**config.mk**
```make
export PLATFORM = sky130hd
export DESIGN_NAME = weighted_roulette_selector
export DESIGN_NICKNAME = d
export VERILOG_FILES = /design/src/rtl/core/wrs_pkg.sv /design/src/rtl/core/wrs_ram.sv /design/src/rtl/core/wrs_lfsr.sv /design/src/rtl/core/weighted_roulette_selector.sv
export SDC_FILE = /design/constraint.sdc
export NUM_CORES = 1
export LEC_CHECK = 0
export ABC_AREA = 1
export ABC_CLOCK_PERIOD_IN_PS = 4900
export BUFFER_PORTS_ARGS = -buffer_cell sky130_fd_sc_hd__buf_4
export CAP_MARGIN = 20
export CORE_MARGIN = 2
export CORE_UTILIZATION = 50
export CTS_CLUSTER_SIZE = 14
export DETAILED_ROUTE_END_ITERATION = 10
export GPL_TIMING_DRIVEN = 0
export PLACE_DENSITY = 0.67
export SYNTH_ARGS = -nofsm -noshare
export SYNTH_HDL_FRONTEND = slang
export SYNTH_SLANG_ARGS = --single-unit
```
**constraint.sdc**
```tcl
create_clock -name clk -period 4.9 [get_ports clk]
set_input_delay 0.49 -clock clk [delete_from_list [all_inputs] [get_ports clk]]
set_output_delay 0.49 -clock clk [all_outputs]
set_load 0.005 [all_outputs]
```
**src/rtl/core/wrs_pkg.sv**
```systemverilog
// shared types, codes and constants of the weighted roulette selector
`default_nettype none
package wrs_pkg;

  localparam int TABLE_DEPTH_DEF = 16;
  localparam int WEIGHT_W        = 16;
  localparam int INDEX_W         = 4;
  localparam int STATUS_W        = 2;
  localparam int TOTAL_W         = 20;
  localparam int LFSR_W          = 32;
  localparam int FRAC_W          = 16;
  localparam int SELECT_TRIES    = 10;

  localparam logic [LFSR_W-1:0]  LFSR_TAPS = 32'h8020_0003;
  localparam logic [LFSR_W-1:0]  LFSR_SEED = 32'h0000_0001;
  localparam logic [TOTAL_W-1:0] TOTAL_MAX = 20'hF_FFFF;

  localparam logic FUNC_APPEND = 1'b0;
  localparam logic FUNC_SELECT = 1'b1;

  typedef enum logic [STATUS_W-1:0] {
    ST_APPENDED = 2'd0,
    ST_FULL     = 2'd1,
    ST_CHOSEN   = 2'd2,
    ST_KEPT     = 2'd3
  } wrs_status_t;

  typedef enum logic [2:0] {
    S_IDLE,
    S_STEP,
    S_MUL,
    S_SCAN,
    S_DONE
  } wrs_state_t;

endpackage
`default_nettype wire

```
**src/rtl/core/wrs_ram.sv**
```systemverilog
// generic single-write, single-read ram with registered read data
`default_nettype none
module wrs_ram #(
  parameter int WIDTH = 16,
  parameter int DEPTH = 16
) (
  input  wire logic                     clk,
  input  wire logic                     we,
  input  wire logic [$clog2(DEPTH)-1:0] waddr,
  input  wire logic [WIDTH-1:0]         wdata,
  input  wire logic [$clog2(DEPTH)-1:0] raddr,
  output logic      [WIDTH-1:0]         rdata
);

  logic [WIDTH-1:0] mem_r [DEPTH];
  logic [WIDTH-1:0] rdata_r;

  always_ff @(posedge clk) begin
    if (we) begin
      mem_r[waddr] <= wdata;
    end
    rdata_r <= mem_r[raddr];
  end

  assign rdata = rdata_r;

endmodule
`default_nettype wire

```
**src/rtl/core/wrs_lfsr.sv**
```systemverilog
// 32-bit galois lfsr that steps on request
`default_nettype none
module wrs_lfsr (
  input  wire logic                       clk,
  input  wire logic                       rst_n,
  input  wire logic                       step,
  output logic      [wrs_pkg::LFSR_W-1:0] value
);
  import wrs_pkg::*;

  logic [LFSR_W-1:0] state_r;
  logic [LFSR_W-1:0] state_nxt;

  always_comb begin
    state_nxt = state_r;
    if (step) begin
      state_nxt = (state_r >> 1) ^ (state_r[0] ? LFSR_TAPS : '0);
    end
  end

  always_ff @(posedge clk) begin
    if (!rst_n) begin
      state_r <= LFSR_SEED;
    end else begin
      state_r <= state_nxt;
    end
  end

  assign value = state_r;

endmodule
`default_nettype wire

```
**src/rtl/core/weighted_roulette_selector.sv**
```systemverilog
// weighted roulette selector: entry table, running total and select sequencer
//
// usage: one transaction on the in_ channel gives exactly one transaction on
// the out_ channel. in_func 0 appends in_weight to the table and returns its
// index (status 0) or refuses when the table is full (status 1, index 0).
// in_func 1 draws up to ten wheel positions from the lfsr and returns the
// first entry reached that differs from in_current (status 2), or in_current
// itself (status 3) when all attempts fail.
// sequence: an append goes from idle to the done state and then into the output
// register once it is free. a select runs, per attempt, an lfsr step state, a
// multiply state and a scan state that walks the table entries until a hit or
// the end of the table, then the done state and the output register. the walk
// over the table ram, one registered read per cycle, dominates a select.
// in_ready is high only in idle, so a new item is taken only once the last one
// has moved from the done state to the output register.
// stalls: a finished result waits in the output register while out_ready is
// low; the next item may still be taken, and it then holds in its last state,
// with in_ready low, until the output register is free.
// reset (rst_n low, synchronous) empties the table, clears the total and seeds
// the lfsr with one; table contents themselves are not cleared.
`default_nettype none
module weighted_roulette_selector #(
  parameter int TABLE_DEPTH = wrs_pkg::TABLE_DEPTH_DEF
) (
  input  wire logic                         clk,
  input  wire logic                         rst_n,
  input  wire logic                         in_valid,
  output logic                              in_ready,
  input  wire logic                         in_func,
  input  wire logic [wrs_pkg::WEIGHT_W-1:0] in_weight,
  input  wire logic [wrs_pkg::INDEX_W-1:0]  in_current,
  output logic                              out_valid,
  input  wire logic                         out_ready,
  output logic      [wrs_pkg::INDEX_W-1:0]  out_index,
  output logic      [wrs_pkg::STATUS_W-1:0] out_status
);
  import wrs_pkg::*;

  localparam int AW    = $clog2(TABLE_DEPTH);
  localparam int IW    = $clog2(TABLE_DEPTH + 1);
  localparam int CW    = (IW > INDEX_W) ? IW : INDEX_W;
  localparam int SW    = WEIGHT_W + AW;
  localparam int CMPW  = (SW > TOTAL_W) ? SW : TOTAL_W;
  localparam int TRY_W = $clog2(SELECT_TRIES + 1);
  localparam int PW    = TOTAL_W + FRAC_W;

  wrs_state_t state_r, state_nxt;

  logic [IW-1:0]       count_r;
  logic [TOTAL_W-1:0]  total_r;
  logic [TRY_W-1:0]    attempt_r;
  logic [IW-1:0]       idx_r;
  logic [CMPW-1:0]     sum_r;
  logic [TOTAL_W-1:0]  pos_r;
  logic [INDEX_W-1:0]  cur_r;
  logic [INDEX_W-1:0]  res_index_r;
  wrs_status_t         res_status_r;
  logic                out_valid_r;
  logic [INDEX_W-1:0]  out_index_r;
  wrs_status_t         out_status_r;

  logic                in_fire;
  logic                full;
  logic                ram_we;
  logic [AW-1:0]       ram_raddr;
  logic [WEIGHT_W-1:0] ram_rdata;
  logic                lfsr_step;
  logic [LFSR_W-1:0]   lfsr_value;
  logic [PW-1:0]       prod;
  logic [TOTAL_W:0]    total_sum;
  logic [CMPW-1:0]     sum_add;
  logic                scan_end;
  logic                scan_hit;
  logic                is_cur;
  logic                tries_done;
  logic                out_free;

  assign in_fire    = in_valid && in_ready;
  assign full       = (count_r == IW'(TABLE_DEPTH));
  assign ram_we     = in_fire && (in_func == FUNC_APPEND) && !full;
  assign prod       = PW'(total_r) * PW'(lfsr_value[LFSR_W-1 -: FRAC_W]);
  assign total_sum  = {1'b0, total_r} + (TOTAL_W + 1)'(in_weight);
  assign sum_add    = sum_r + CMPW'(ram_rdata);
  assign scan_end   = (idx_r == count_r);
  assign scan_hit   = (sum_add >= CMPW'(pos_r));
  assign is_cur     = (CW'(idx_r) == CW'(cur_r));
  assign tries_done = (attempt_r == TRY_W'(SELECT_TRIES));
  assign out_free   = !out_valid_r || out_ready;

  wrs_ram #(
    .WIDTH (WEIGHT_W),
    .DEPTH (TABLE_DEPTH)
  ) u_table (
    .clk   (clk),
    .we    (ram_we),
    .waddr (count_r[AW-1:0]),
    .wdata (in_weight),
    .raddr (ram_raddr),
    .rdata (ram_rdata)
  );

  wrs_lfsr u_lfsr (
    .clk   (clk),
    .rst_n (rst_n),
    .step  (lfsr_step),
    .value (lfsr_value)
  );

  // next state
  always_comb begin
    state_nxt = state_r;
    unique case (state_r)
      S_IDLE: begin
        if (in_fire) begin
          state_nxt = (in_func == FUNC_APPEND) ? S_DONE : S_STEP;
        end
      end
      S_STEP: state_nxt = S_MUL;
      S_MUL:  state_nxt = S_SCAN;
      S_SCAN: begin
        if (scan_end || scan_hit) begin
          if (!scan_end && scan_hit && !is_cur) begin
            state_nxt = S_DONE;
          end else if (tries_done) begin
            state_nxt = S_DONE;
          end else begin
            state_nxt = S_STEP;
          end
        end
      end
      S_DONE: begin
        if (out_free) begin
          state_nxt = S_IDLE;
        end
      end
      default: state_nxt = S_IDLE;
    endcase
  end

  // sequencer outputs
  always_comb begin
    in_ready  = 1'b0;
    lfsr_step = 1'b0;
    ram_raddr = '0;
    unique case (state_r)
      S_IDLE: in_ready = 1'b1;
      S_STEP: lfsr_step = 1'b1;
      S_MUL:  ram_raddr = '0;
      S_SCAN: ram_raddr = AW'(idx_r + IW'(1));
      S_DONE: ;
      default: ;
    endcase
  end

  // control state
  always_ff @(posedge clk) begin
    if (!rst_n) begin
      state_r     <= S_IDLE;
      count_r     <= '0;
      total_r     <= '0;
      attempt_r   <= '0;
      out_valid_r <= 1'b0;
    end else begin
      state_r <= state_nxt;
      if (ram_we) begin
        count_r <= count_r + IW'(1);
        total_r <= total_sum[TOTAL_W] ? TOTAL_MAX : total_sum[TOTAL_W-1:0];
      end
      if (in_fire) begin
        attempt_r <= '0;
      end else if (state_r == S_STEP) begin
        attempt_r <= attempt_r + TRY_W'(1);
      end
      if (state_r == S_DONE && out_free) begin
        out_valid_r <= 1'b1;
      end else if (out_ready) begin
        out_valid_r <= 1'b0;
      end
    end
  end

  // datapath
  always_ff @(posedge clk) begin
    unique case (state_r)
      S_IDLE: begin
        if (in_fire) begin
          cur_r <= in_current;
          if (in_func == FUNC_APPEND) begin
            res_index_r  <= full ? '0 : INDEX_W'(count_r);
            res_status_r <= full ? ST_FULL : ST_APPENDED;
          end
        end
      end
      S_STEP: ;
      S_MUL: begin
        pos_r <= prod[PW-1 -: TOTAL_W];
        idx_r <= '0;
        sum_r <= '0;
      end
      S_SCAN: begin
        sum_r <= sum_add;
        idx_r <= idx_r + IW'(1);
        if (!scan_end && scan_hit && !is_cur) begin
          res_index_r  <= INDEX_W'(idx_r);
          res_status_r <= ST_CHOSEN;
        end else begin
          res_index_r  <= cur_r;
          res_status_r <= ST_KEPT;
        end
      end
      S_DONE: begin
        if (out_free) begin
          out_index_r  <= res_index_r;
          out_status_r <= res_status_r;
        end
      end
      default: ;
    endcase
  end

  assign out_valid  = out_valid_r;
  assign out_index  = out_index_r;
  assign out_status = out_status_r;

  a_count_bound: assert property (@(posedge clk) disable iff (!rst_n)
    count_r <= IW'(TABLE_DEPTH))
    else $error("entry count beyond table depth");

  a_append_grows: assert property (@(posedge clk) disable iff (!rst_n)
    ram_we |=> (count_r == $past(count_r) + IW'(1)))
    else $error("append did not grow the entry count");

  a_try_bound: assert property (@(posedge clk) disable iff (!rst_n)
    attempt_r <= TRY_W'(SELECT_TRIES))
    else $error("attempt counter beyond limit");

  a_scan_in_range: assert property (@(posedge clk) disable iff (!rst_n)
    (state_r == S_SCAN) |-> (idx_r <= count_r))
    else $error("scan index past entry count");

endmodule
`default_nettype wire

```
# Word level (Yosys, flattened, before mapping)

Memory sizes are Yosys's and may differ from the RTL's. A register that Yosys moved wholly into a read port is not among the register bits.
Cells that the tools add are included.

Flip-flop bits (word level): 126
RAM bits: 256
Bits of input ports: 25
Output and inout port bits: 8
Memories: 1

Memory list:

| name          | depth | bits a word | read ports | clocked after memory_dff | wr ports | RTL line      | RTL |
|---|---|---|---|---|---|---|---|
| u_table.mem_r | 16    | 16          | 1          | 1                        | 1        | wrs_ram.sv:15 | `logic [WIDTH-1:0] mem_r [DEPTH];` |

Eq/ne operators: 12
Multiplexer cells: 28
Bitwise gates (word level): 3
$mul: 1
Add/sub/neg operators: 5
Order comparisons: 1
Reduce and logical (&&, ||, !) cells: 21

Operators by type and width:

| operator            | number |
|---|---|
| $pmux 20 s2         | 1 |
| $mul 20x16->36      | 1 |
| $mux 32             | 1 |
| $xor 31x32->32      | 1 |
| $add 20x16->21      | 1 |
| $add 20x16->20      | 1 |
| $ge 20x20->1        | 1 |
| $mux 20             | 1 |
| $mux 4              | 5 |
| $mux 3              | 6 |
| $pmux 3 s5          | 1 |
| $add 5x1->5 const B | 2 |
| $pmux 5 s2          | 1 |
| $mux 1              | 8 |
| $ne 2x2->1 const B  | 4 |
| $pmux 4 s2          | 1 |
| $eq 3x2->1 const B  | 2 |
| $logic_and 1x1->1   | 6 |
| $reduce_and 3->1    | 2 |
| $reduce_bool 2->1   | 3 |
| $eq 5x4->1          | 1 |
| $eq 5x5->1          | 1 |
| $eq 5x5->1 const B  | 1 |
| $add 4x1->4 const B | 1 |
| 11 further kinds    | 18 |

# Logic depth before layout (Yosys ltp)

Gate-level depths: netlist (run 1).

Depth in word-level cells: 7
Mapped depth: 29
Mapped depth without buffers: 29

# Hierarchy

Synthesis (run 1) repeated with hierarchy kept, for this count alone.

Cell total of the unflattened synthesis: 3395
Area, all modules: 29432.0 um2

Modules (own cells, without submodules):

| module                     | area each (um2) | cells each | times used | seq. area each (um2) |
|---|---|---|---|---|
| weighted_roulette_selector | 16852.4         | 2172       | 1          | 2492.4 |
| wrs_ram                    | 11380.9         | 1074       | 1          | 8007.7 |
| wrs_lfsr                   | 1198.6          | 149        | 1          | 640.6 |

# Worst setup path before layout (run 1)

No wires, ideal clock.

Path type: flip-flop to flip-flop
From: reg total_r[19]
To: reg pos_r[17] (data pin)
Stages on the path, launching flop included: 22
Data arrival time: 5.224 ns
Path slack: -0.576 ns
Clock period less this slack: 5.476 ns
Cell sequence: dfxtp_1 > clkbuf_1 > buf_1 > nand2_1 > fa_1 > fa_1 > inv_1 > fa_1 > fa_1 > fa_1 > inv_1 > fa_1 > inv_1 > ha_1 > a21oi_1 > o21ai_0 > a21oi_1 > nor2_1 > nor4_1 > nand2_1 > nand2_1 > nand2_1

Cells in the longest elaborated chain, start to end: 1

Ends and longest elaborated chain:

| what                   | RTL line                          | RTL |
|---|---|---|
| from (decl)            | weighted_roulette_selector.sv:50  | `logic [TOTAL_W-1:0] total_r;` |
| from (signal assigned) | weighted_roulette_selector.sv:167 | `total_r <= total_sum[TOTAL_W] ? TOTAL_MAX : total_sum[TOTAL_W-1:0];` |
| $mul 20x16->36         | weighted_roulette_selector.sv:81  | `assign prod = PW'(total_r) * PW'(lfsr_value[LFSR_W-1 -: FRAC_W]);` |
| named net prod[33]     | weighted_roulette_selector.sv:69  | `logic [PW-1:0] prod;` |
| to (signal assigned)   | weighted_roulette_selector.sv:196 | `pos_r <= prod[PW-1 -: TOTAL_W];` |
| to (decl)              | weighted_roulette_selector.sv:54  | `logic [TOTAL_W-1:0] pos_r;` |

The timed path passes the listed nets, and every way through them passes these cells.
A chain may end at the register's enable or synchronous reset.

# Worst setup path after layout (run 1)

From: reg total_r[12]
To: reg pos_r[17] (data pin)

The elaborated chain is that of the path after synthesis.

==> impl_metrics.py, run 1 <==
metrics = {
    "drt": {
        "drc_errors": 0,
        "firstDrtPassIters": 6,
        "via_per_inst": 5.536,
        "num_vias": 22360,
        "routedWlPerCell_um": 20.59,
        "drt.antenna.violating_nets": 0,
        "wirelength_um": 83150,
        "initialDrtViolationCount": 1924,
    },
    "finish": {
        "final_cell_mix": "593 x nand2_1, 492 x inv_1, 317 x edfxtp_1",
        "antenna_cells": 0,
        "drive_gt1_frac": 0.1851,
        "fill_cells": 4651,
        "syn_to_final_growth_pct": 19.64,
        "final_util": 0.6082,
        "final_cells": 4039,
        "nNetsFinal": 3698,
        "layout_commonest_cell": "nand2_1",
    },
    "floorplan": {
        "ioPinCount": 33,
        "die-area_mm2": 0.05815,
        "die_y_um": 241.1,
        "core-area_mm2": 0.05531,
        "rows": 86,
        "start_util": 0.5084,
        "die_w_um": 241.1,
    },
    "logic_synthesis": {
        "synth_top_area_cell": "edfxtp_1",
        "synth_seq_cells": 398,
        "syn-cell-area_mm2": 0.02812,
        "netlist.area_leader.share": 0.3385,
        "syn_nets": 3519,
        "synth_edf_count": 317,
        "ys_warn_count": 0,
        "synth_area_leaders": "edfxtp_1 34%, fa_1 18%, nand2_1 8.8%, inv_1 7.3%, ha_1 7.3%",
        "syn_area_per_cell_um2": 9.133,
        "async_reset_ff_frac": 0,
        "synth_flop_cell": "edfxtp_1",
        "synth_cells": 3079,
        "yosysSeqAreaShare": 0.3962,
        "ys_types": 43,
    },
    "timing": {
        "worst_pin_slew_ps": 1028,
        "fin_tns_setup_ps": -9101,
        "worst_slack_ps": -554.4,
        "setup_viol": 20,
        "min_period_ps": 5454,
        "post-route-period-util": 1.113,
        "maxSlewViolCount": 0,
        "relSlewSlack": 0.3142,
        "timing.hold.ws_ps": 96.19,
        "clock.fmax_mhz": 183.3,
        "clock-skew-final_ps": 22.65,
        "rsz0062_at_grt": "true",
        "hold_viol": 0,
    },
    "clocking": {
        "cts_buffers": 43,
        "cts_hold_buf": 0,
        "h-tree-depth": 2,
        "clockBufferDepth": 3,
        "clkLatencyLatePin_ps": 580,
        "cts_tree": "done",
        "cts_sinks": 398,
        "clkTransAtPathRegs_ps": 60,
        "cts_root_buffer": "clkbuf_16",
    },
    "setup_path": {
        "reg2reg_from": "total_r[12]",
        "path_delay_family": "adder cells",
        "crit_arrival_ps": 5760,
        "worstSetupPathType": "register to register",
        "reg2reg_to": "pos_r[17]",
        "path_common_cell": "fa_1",
        "path_max_fanout": 7,
        "cp.required_ps": 5210,
        "reg2reg_depth": 21,
        "critPathSlowestCell": "fa_2",
        "critPathMaxStageDelay_ps": 580,
        "worst_setup_path_end_kind": "register",
        "crit_chain": "clkbuf_16 > clkbuf_16 > nand2_4 > fa_2 > fa_1 > inv_2 > fa_1 > fa_1 > fa_1 > inv_2 > fa_2 > inv_2 > ha_4 > a21oi_4 > o21ai_2 > a21oi_2 > nor2_2 > nor4_2 > nand2_1 > nand2_1 > nand2_2",
        "worst_setup_path_start_kind": "register",
        "rrSetupSlack_ps": -550,
        "path_buf_inv": 5,
    },
    "worst_hold_path": {
        "hold_class": "primary input to register",
        "hold_start": "in_current[0]",
        "whs_endpoint": "cur_r[0]",
        "whs_path_depth": 1,
    },
    "power_and_ir_drop": {
        "p_leak_uw": 0.01545,
        "powerDensity_mw_per_mm2": 295.3,
        "peakVddDrop_v": 0.0003352,
    },
    "place": {
        "hpwl_um": 61110,
        "gp_congestion": 0.9531,
        "dp.cells": 3872,
        "portBuffers": 32,
    },
    "global_route": {
        "grt_pass1_wl_um": 127300,
        "grt_max_degree": 21,
        "grt_antenna_before_repair": 0,
        "gr-total-overflow": 0,
        "track_usage": 0.2920,
        "grt_pass1_vias": 22610,
    },
    "flow_run": {
        "maxCapViolations": 0,
    },
    "status": {
        "violations": "negative setup slack",
        "outcome": "complete, but fails checks",
    },
}
how the worst max path moves through the flow:
| stage | start | end | slack (ps) | cells after the start |
|---|---|---|---|---|
| after global routing | total_r[7] | pos_r[15] | -720 | 21 |
| after global placement | total_r[3] | pos_r[17] | -1030 | 21 |
| after CTS | total_r[9] | pos_r[17] | -580 | 24 |
| final | total_r[12] | pos_r[17] | -550 | 21 |
| after detailed placement | u_lfsr.value[31] | pos_r[17] | -1090 | 20 |
| after floorplan | total_r[10] | pos_r[17] | -190 | 21 |
what timing repair did:
item                       4_1_cts  5_1_grt
gates resized for setup        230      217
gates cloned                     1        1
setup buffers                   54       43
pin swaps                       68      112
setup endpoints to repair       20       20
area by class of cell:
type | instances | area (µm²) | share of cell area
multi-input combinational | 1985 | 15380 | 0.4572
sequential | 398 | 11200 | 0.3331
inverter | 556 | 2090 | 0.06211
buffer | 133 | 1359 | 0.04039
timing repair buffer | 141 | 1289 | 0.03831
clock buffer | 47 | 1091 | 0.03243
tap | 748 | 935.9 | 0.02782
clock inverter | 31 | 292.8 | 0.008703
sequential cells by signal, summed over array words and instances (netlist names):
register and cells:
cur_r 4, out_status 2, state_r 3, idx_r 5, count_r 5, sum_r 20, u_lfsr.value 32, res_index_r 4
out_index 4, res_status_r 2, out_valid 1, pos_r 20, total_r 20, attempt_r 4, u_table.rdata 16, u_table.mem_r 256
metrics by stage:
step	worst slack, ps	total power, µW	instance area, µm²
floorplan	-187.6	5487	28750
global placement	-1029	6191	29920
detailed placement	-1087	6269	30110
CTS	-577.3	9761	32830
global route	-722.0	10360	33640
finish	-554.4	9933	33640
report_power, final:
part / internal (µW) / total [µW] / switching [µW] / leakage [µW]
registers: 3830 / 3950 / 121 / 0.00356
clock network: 1840 / 3220 / 1390 / 0.000677
logic: 1070 / 2760 / 1690 / 0.0112
total: 6730 / 9930 / 3200 / 0.0154
per-layer routing:
layer | up-vias | share of wire | routed length [µm] | global-route usage
li1 | 10180 | - | - | -
met1 | 10910 | 0.39 | 32400 | 0.3675
met2 | 1013 | 0.47 | 38840 | 0.4845
met3 | 263 | 0.076 | 6322 | 0.04129
met4 | 0 | 0.067 | 5596 | 0.1674
met5 | - | 0 | 0 | 0
synth_stat cells, drive strengths merged (2+ instances only):
cell type,count
o21a,3
or2,5
a31oi,14
o221ai,33
o21bai,5
nand4,13
xnor2,24
a21boi,3
o2111ai,2
o21ai,200
nor2,301
fa,251
inv,556
ha,164
buf,35
nor3,29
and3,3
a21o,12
nor4,4
o32ai,14
nand3b,2
nand3,74
a31o,3
edfxtp,317
and2,3
a21oi,132
clkbuf,105
o22ai,8
dfxtp,81
xor2,23
nand2,658
cell families (layout without fill, tap and decap cells):
group,count (synthesis),after routing,synth area share
flip-flops,398,398,0.3962
AND/OR/NAND/NOR,1092,1092,0.1543
XOR/XNOR,47,47,0.01464
AO/OA/AOI/OAI,431,431,0.08690
adder cells (fa/ha/maj),415,415,0.2517
buffers and inverters,696,908,0.09629
(Power assumes the default switching activity.)
==> run 2, diff against run 1 <==
--- a/config.mk
+++ b/config.mk
@@ -6,15 +6,16 @@
 export NUM_CORES = 1
 export LEC_CHECK = 0
 export ABC_AREA = 1
-export ABC_CLOCK_PERIOD_IN_PS = 4900
-export BUFFER_PORTS_ARGS = -buffer_cell sky130_fd_sc_hd__buf_4
+export ABC_CLOCK_PERIOD_IN_PS = 5200
+export BUFFER_PORTS_ARGS = -buffer_cell sky130_fd_sc_hd__buf_2
 export CAP_MARGIN = 20
 export CORE_MARGIN = 2
 export CORE_UTILIZATION = 50
 export CTS_CLUSTER_SIZE = 14
 export DETAILED_ROUTE_END_ITERATION = 10
 export GPL_TIMING_DRIVEN = 0
-export PLACE_DENSITY = 0.67
+export PLACE_DENSITY = 0.65
+export SKIP_LAST_GASP = 1
 export SYNTH_ARGS = -nofsm -noshare
 export SYNTH_HDL_FRONTEND = slang
 export SYNTH_SLANG_ARGS = --single-unit
==> constraint.sdc (replaced) <==
create_clock -name clk -period 5.2 [get_ports clk]
set_input_delay 0.52 -clock clk [delete_from_list [all_inputs] [get_ports clk]]
set_output_delay 0.52 -clock clk [all_outputs]
set_load 0.005 [all_outputs]
==> impl_metrics.py, run 2 (synthesized netlist as in run 1, its figures left out) <==
metrics = {
    "status": {
        "outcome": "complete, but fails checks",
        "violations": "negative setup slack",
    },
    "clocking": {
        "h-tree-depth": 2,
        "clkLatencyLatePin_ps": 590,
        "cts_root_buffer": "clkbuf_16",
        "cts_buffers": 44,
        "cts_tree": "done",
        "cts_hold_buf": 0,
        "cts_sinks": 398,
        "clockBufferDepth": 3,
        "clkTransAtPathRegs_ps": 60,
    },
    "power_and_ir_drop": {
        "peakVddDrop_v": 0.0003377,
        "power.total_uw": 9364,
        "powerDensity_mw_per_mm2": 281.1,
        "p_leak_uw": 0.01536,
    },
    "global_route": {
        "gr-total-overflow": 0,
        "track_usage": 0.2949,
        "top_usage_layer": "met2",
        "grt_pass1_wl_um": 128500,
        "grt_pass1_vias": 22650,
        "gr-usage-met1": 0.3743,
        "grt_util_met3": 0.03717,
        "grtUsageMet2": 0.4877,
        "grt_max_degree": 21,
        "grt_antenna_before_repair": 0,
    },
    "setup_path": {
        "worst_setup_path_start_kind": "register",
        "path_max_fanout": 5,
        "crit_end": "pos_r[1]",
        "crit_arrival_ps": 5790,
        "reg2reg_to": "pos_r[1]",
        "reg2reg_depth": 21,
        "rrSetupSlack_ps": -280,
        "worstSetupPathType": "register to register",
        "cp.required_ps": 5520,
        "crit_start": "total_r[9]",
        "reg2reg_from": "total_r[9]",
        "worst_setup_path_end_kind": "register",
    },
    "finish": {
        "final_cells": 4039,
        "fill_cells": 4726,
        "register_area_mm2": 0.01118,
        "layout_commonest_cell": "nand2_1",
        "syn_to_final_growth_pct": 18.46,
        "drive_gt1_frac": 0.1662,
        "regMostFlops": "u_table.mem_r",
        "final_cell_mix": "611 x nand2_1, 506 x inv_1, 317 x edfxtp_1",
        "nNetsFinal": 3695,
        "multiInputGateArea_mm2": 0.01524,
        "antenna_cells": 0,
        "largest_reg_flops": 256,
    },
    "timing": {
        "relSlewSlack": 0.3110,
        "rsz0062_at_grt": "true",
        "worst_pin_slew_ps": 1032,
        "clock-skew-final_ps": 25.88,
        "min_period_ps": 5476,
        "setup_viol": 20,
        "post-route-period-util": 1.053,
        "hold_viol": 0,
        "clock.fmax_mhz": 182.6,
        "maxSlewViolCount": 0,
        "timing.hold.ws_ps": 118.9,
        "worst_slack_ps": -276.1,
    },
    "drt": {
        "via_per_inst": 5.493,
        "drt.antenna.violating_nets": 0,
        "wirelength_um": 83800,
        "routedWlPerCell_um": 20.75,
        "drc_errors": 0,
        "firstDrtPassIters": 5,
        "initialDrtViolationCount": 2060,
        "num_vias": 22190,
    },
    "place": {
        "hpwl_um": 62020,
        "portBuffers": 32,
        "dp.cells": 3872,
        "post-place-ws_ps": -995.1,
        "gp_congestion": 0.9841,
    },
    "worst_hold_path": {
        "hold_class": "primary input to register",
    },
    "floorplan": {
        "core-area_mm2": 0.05531,
        "die_w_um": 241.1,
        "die-area_mm2": 0.05815,
        "die_y_um": 241.1,
        "rows": 86,
        "ioPinCount": 33,
        "start_util": 0.5084,
    },
    "flow_run": {
        "maxCapViolations": 0,
    },
}
run 2: metal layers:
layer  part of all wire  vias up
met2               0.47      918
li1                   -    10180
met1               0.39    10850
met5                  0        -
met4              0.067        0
met3              0.075      246
run 2: worst max-delay path, cell delays in order, from the launching register on:
cell and delay [ps]:
dfxtp_2 340, buf_8 120, clkbuf_16 150, nand2_4 50, fa_1 530, inv_1 50
fa_1 480, fa_1 520, fa_1 520, fa_1 540, inv_2 40, fa_1 540
inv_2 60, ha_4 270, nand2_4 110, buf_4 130, o21ai_4 60, a21oi_1 160
nand2_2 120, buf_4 150, buf_6 110, xor2_2 150
run 2: worst min-delay path by stage:
stage	to	cells past startpoint	from
after detailed placement	u_lfsr.value[1]	2	u_lfsr.value[1]
after global routing	cur_r[1]	1	in_current[1]
after floorplan	out_index[0]	0	res_index_r[0]
after CTS	cur_r[3]	1	in_current[3]
after global placement	u_lfsr.value[1]	2	u_lfsr.value[1]
final	cur_r[2]	1	in_current[2]
run 2: final cells by class:
| class | count | share of cell area |
|---|---|---|
| clock inverters | 23 | 0.006799 |
| repair buffers | 135 | 0.03272 |
| multi-input cells | 1985 | 0.4575 |
| well taps | 748 | 0.02810 |
| flip-flops and latches | 398 | 0.3356 |
| inverters | 556 | 0.06273 |
| clock buffers | 59 | 0.03662 |
| plain buffers | 135 | 0.03997 |
run 2: metrics by stage:
step | utilization | TNS (ps) | area (µm²)
global placement | 0.5328 | -15400 | 29470
global route | 0.6023 | -6780 | 33310
CTS | 0.5875 | -3405 | 32490
floorplan | - | 0 | 28370
detailed placement | 0.5361 | -16620 | 29650
finish | 0.6023 | -3502 | 33310
run 2: report_power, final:
| part | switching [µW] | leakage [µW] | internal [µW] |
|---|---|---|---|
| sequential | 106 | 0.00355 | 3610 |
| clock | 1310 | 0.000703 | 1820 |
| combinational | 1570 | 0.0111 | 951 |
| total | 2990 | 0.0154 | 6370 |
run 2: timing repair:
item | 4_1_cts | 5_1_grt
endpoints found under the setup margin | 20 | 20
pin swaps | 56 | 83
cloned | 1 | 3
setup buffers | 57 | 30
gates resized for setup | 250 | 212
==> run 3, diff against run 2 <==
--- a/config.mk
+++ b/config.mk
@@ -9,12 +9,15 @@
 export ABC_CLOCK_PERIOD_IN_PS = 5200
 export BUFFER_PORTS_ARGS = -buffer_cell sky130_fd_sc_hd__buf_2
 export CAP_MARGIN = 20
+export CELL_PAD_IN_SITES_DETAIL_PLACEMENT = 2
+export CELL_PAD_IN_SITES_GLOBAL_PLACEMENT = 2
 export CORE_MARGIN = 2
-export CORE_UTILIZATION = 50
+export CORE_UTILIZATION = 42
 export CTS_CLUSTER_SIZE = 14
 export DETAILED_ROUTE_END_ITERATION = 10
 export GPL_TIMING_DRIVEN = 0
-export PLACE_DENSITY = 0.65
+export PLACE_DENSITY = 0.81
+export SETUP_SLACK_MARGIN = 0.3
 export SKIP_LAST_GASP = 1
 export SYNTH_ARGS = -nofsm -noshare
 export SYNTH_HDL_FRONTEND = slang
==> impl_metrics.py, run 3 (synthesized netlist as in run 1, its figures left out) <==
metrics = {
    "status": {
        "outcome": "complete, but fails checks",
        "violations": "negative setup slack",
    },
    "setup_path": {
        "critPathSlowestCell": "fa_1",
        "reg2reg_from": "total_r[17]",
        "reg2reg_to": "pos_r[17]",
        "worst_setup_path_end_kind": "register",
        "crit_arrival_ps": 7360,
        "rrSetupSlack_ps": -1780,
        "crit_end": "pos_r[17]",
        "path_max_fanout": 5,
        "worstSetupPathType": "register to register",
        "crit_chain": "clkbuf_8 > buf_4 > nand2_1 > inv_1 > fa_1 > inv_1 > fa_1 > inv_1 > fa_1 > fa_2 > fa_2 > ha_1 > ha_4 > nand2_2 > inv_1 > a21oi_1 > nor3_1 > nor4_2 > nand2_1 > nand2_1 > nand2_1",
        "path_buf_inv": 6,
        "path_delay_family": "adder cells",
        "cp.required_ps": 5580,
        "worst_setup_path_start_kind": "register",
        "crit_start": "total_r[17]",
        "critPathMaxStageDelay_ps": 920,
        "cp.depth": 21,
        "reg2reg_depth": 21,
    },
    "floorplan": {
        "die-area_mm2": 0.06904,
        "rows": 94,
        "core-area_mm2": 0.06598,
        "die_w_um": 262.8,
        "start_util": 0.4262,
        "ioPinCount": 33,
        "die_y_um": 262.8,
    },
    "drt": {
        "drc_errors": 0,
        "initialDrtViolationCount": 3281,
        "via_per_inst": 6.606,
        "wirelength_um": 165900,
        "firstDrtPassIters": 5,
        "drt.antenna.violating_nets": 0,
        "routedWlPerCell_um": 39.81,
        "num_vias": 27530,
    },
    "timing": {
        "hold_viol": 0,
        "worst_pin_slew_ps": 1329,
        "setup_viol": 20,
        "fin_tns_setup_ps": -22220,
        "worst_slack_ps": -1779,
        "rsz0062_at_grt": "true",
        "relSlewSlack": 0.1045,
        "clock-skew-final_ps": 32.98,
        "min_period_ps": 6979,
        "clock.fmax_mhz": 143.3,
        "post-route-period-util": 1.342,
        "maxSlewViolCount": 0,
    },
    "power_and_ir_drop": {
        "power.total_uw": 10600,
        "p_switching_uw": 4099,
        "p_int_uw": 6505,
        "powerDensity_mw_per_mm2": 312.2,
        "combPwrFrac": 0.314,
        "clkPwrFrac": 0.333,
        "pwr-share-seq": 0.353,
        "peakVddDrop_v": 0.0002792,
        "p_leak_uw": 0.01544,
        "swShare": 0.3866,
    },
    "finish": {
        "nNetsFinal": 3701,
        "post-route-cell-area_mm2": 0.03397,
        "syn_to_final_growth_pct": 20.79,
        "largest_reg_flops": 256,
        "regMostFlops": "u_table.mem_r",
        "layout_commonest_cell": "nand2_1",
        "drive_gt1_frac": 0.1816,
        "fill_cells": 6738,
        "final_cell_mix": "600 x nand2_1, 510 x inv_1, 317 x edfxtp_1",
    },
    "clocking": {
        "cts_sinks": 398,
        "clkTransAtPathRegs_ps": 80,
        "cts_tree": "done",
        "clockBufferDepth": 3,
        "cts_hold_buf": 0,
        "clkLatencyLatePin_ps": 640,
        "cts_buffers": 45,
        "cts_root_buffer": "clkbuf_16",
        "h-tree-depth": 2,
    },
    "flow_run": {
        "maxCapViolations": 0,
    },
    "place": {
        "placed_cell_area_mm2": 0.03020,
        "post-place-ws_ps": -1134,
        "hpwl_um": 86440,
        "portBuffers": 32,
        "gp_congestion": 0.9118,
    },
    "global_route": {
        "grt_antenna_before_repair": 12,
        "grt_max_degree": 26,
        "track_usage": 0.4175,
        "gr-total-overflow": 0,
        "grt_pass1_wl_um": 209800,
        "grt_pass1_vias": 29220,
    },
    "worst_hold_path": {
        "hold_class": "primary input to register",
    },
}
run 3: through the flow:
step | utilization | instances | hold slack [ps]
floorplan | - | 3079 | 400.3
global placement | 0.4545 | 3975 | 407.8
detailed placement | 0.4577 | 3986 | 419.9
CTS | 0.5005 | 4131 | 148.5
global route | 0.5146 | 4162 | 147.7
finish | 0.5148 | 4168 | 150.7
run 3: worst min path at each step:
stage | cells past startpoint | slack, ps | end | start
after CTS | 1 | 150 | cur_r[0] | in_current[0]
after floorplan | 0 | 400 | out_index[0] | res_index_r[0]
after global placement | 0 | 410 | out_status[1] | res_status_r[1]
final | 1 | 150 | cur_r[3] | in_current[3]
after global routing | 1 | 150 | cur_r[3] | in_current[3]
after detailed placement | 0 | 420 | out_index[1] | res_index_r[1]
run 3: routing by layer:
layer / GRT usage / up-vias / share of wire
met4: 0.2844 / 14 / 0.11
met3: 0.08977 / 1093 / 0.11
met5: 0 / - / 0.00058
li1: - / 10200 / -
met2: 0.7095 / 2473 / 0.45
met1: 0.4717 / 13750 / 0.33
run 3: timing repair:
action                     in CTS  in global routing
hold endpoints to repair        0                  0
buffers inserted               61                 28
gates resized for setup       205                202
setup endpoints to repair      20                 27
pin swaps                      62                 87
run 3: final cells by class:
type,instances,area (µm²),share of cell area
flip-flops and latches,398,11180,0.3291
well taps,864,1081,0.03183
multi-input cells,1985,15470,0.4554
clock inverters,22,227.7,0.006704
inverters,556,2090,0.06152
clock buffers,62,1260,0.03709
diodes,6,15.01,0.0004420
plain buffers,140,1445,0.04255
repair buffers,135,1200,0.03533
run 3: power groups by stage:
| stage | Combinational [µW] | Clock (µW) | Sequential [µW] |
|---|---|---|---|
| after floorplan | 1450 | 0 | 3720 |
| after global placement | 2160 | 0 | 3750 |
| after detailed placement | 2360 | 0 | 3770 |
| after CTS | 2670 | 3310 | 3710 |
| after global routing | 3400 | 3550 | 3750 |
| final | 3330 | 3530 | 3740 |
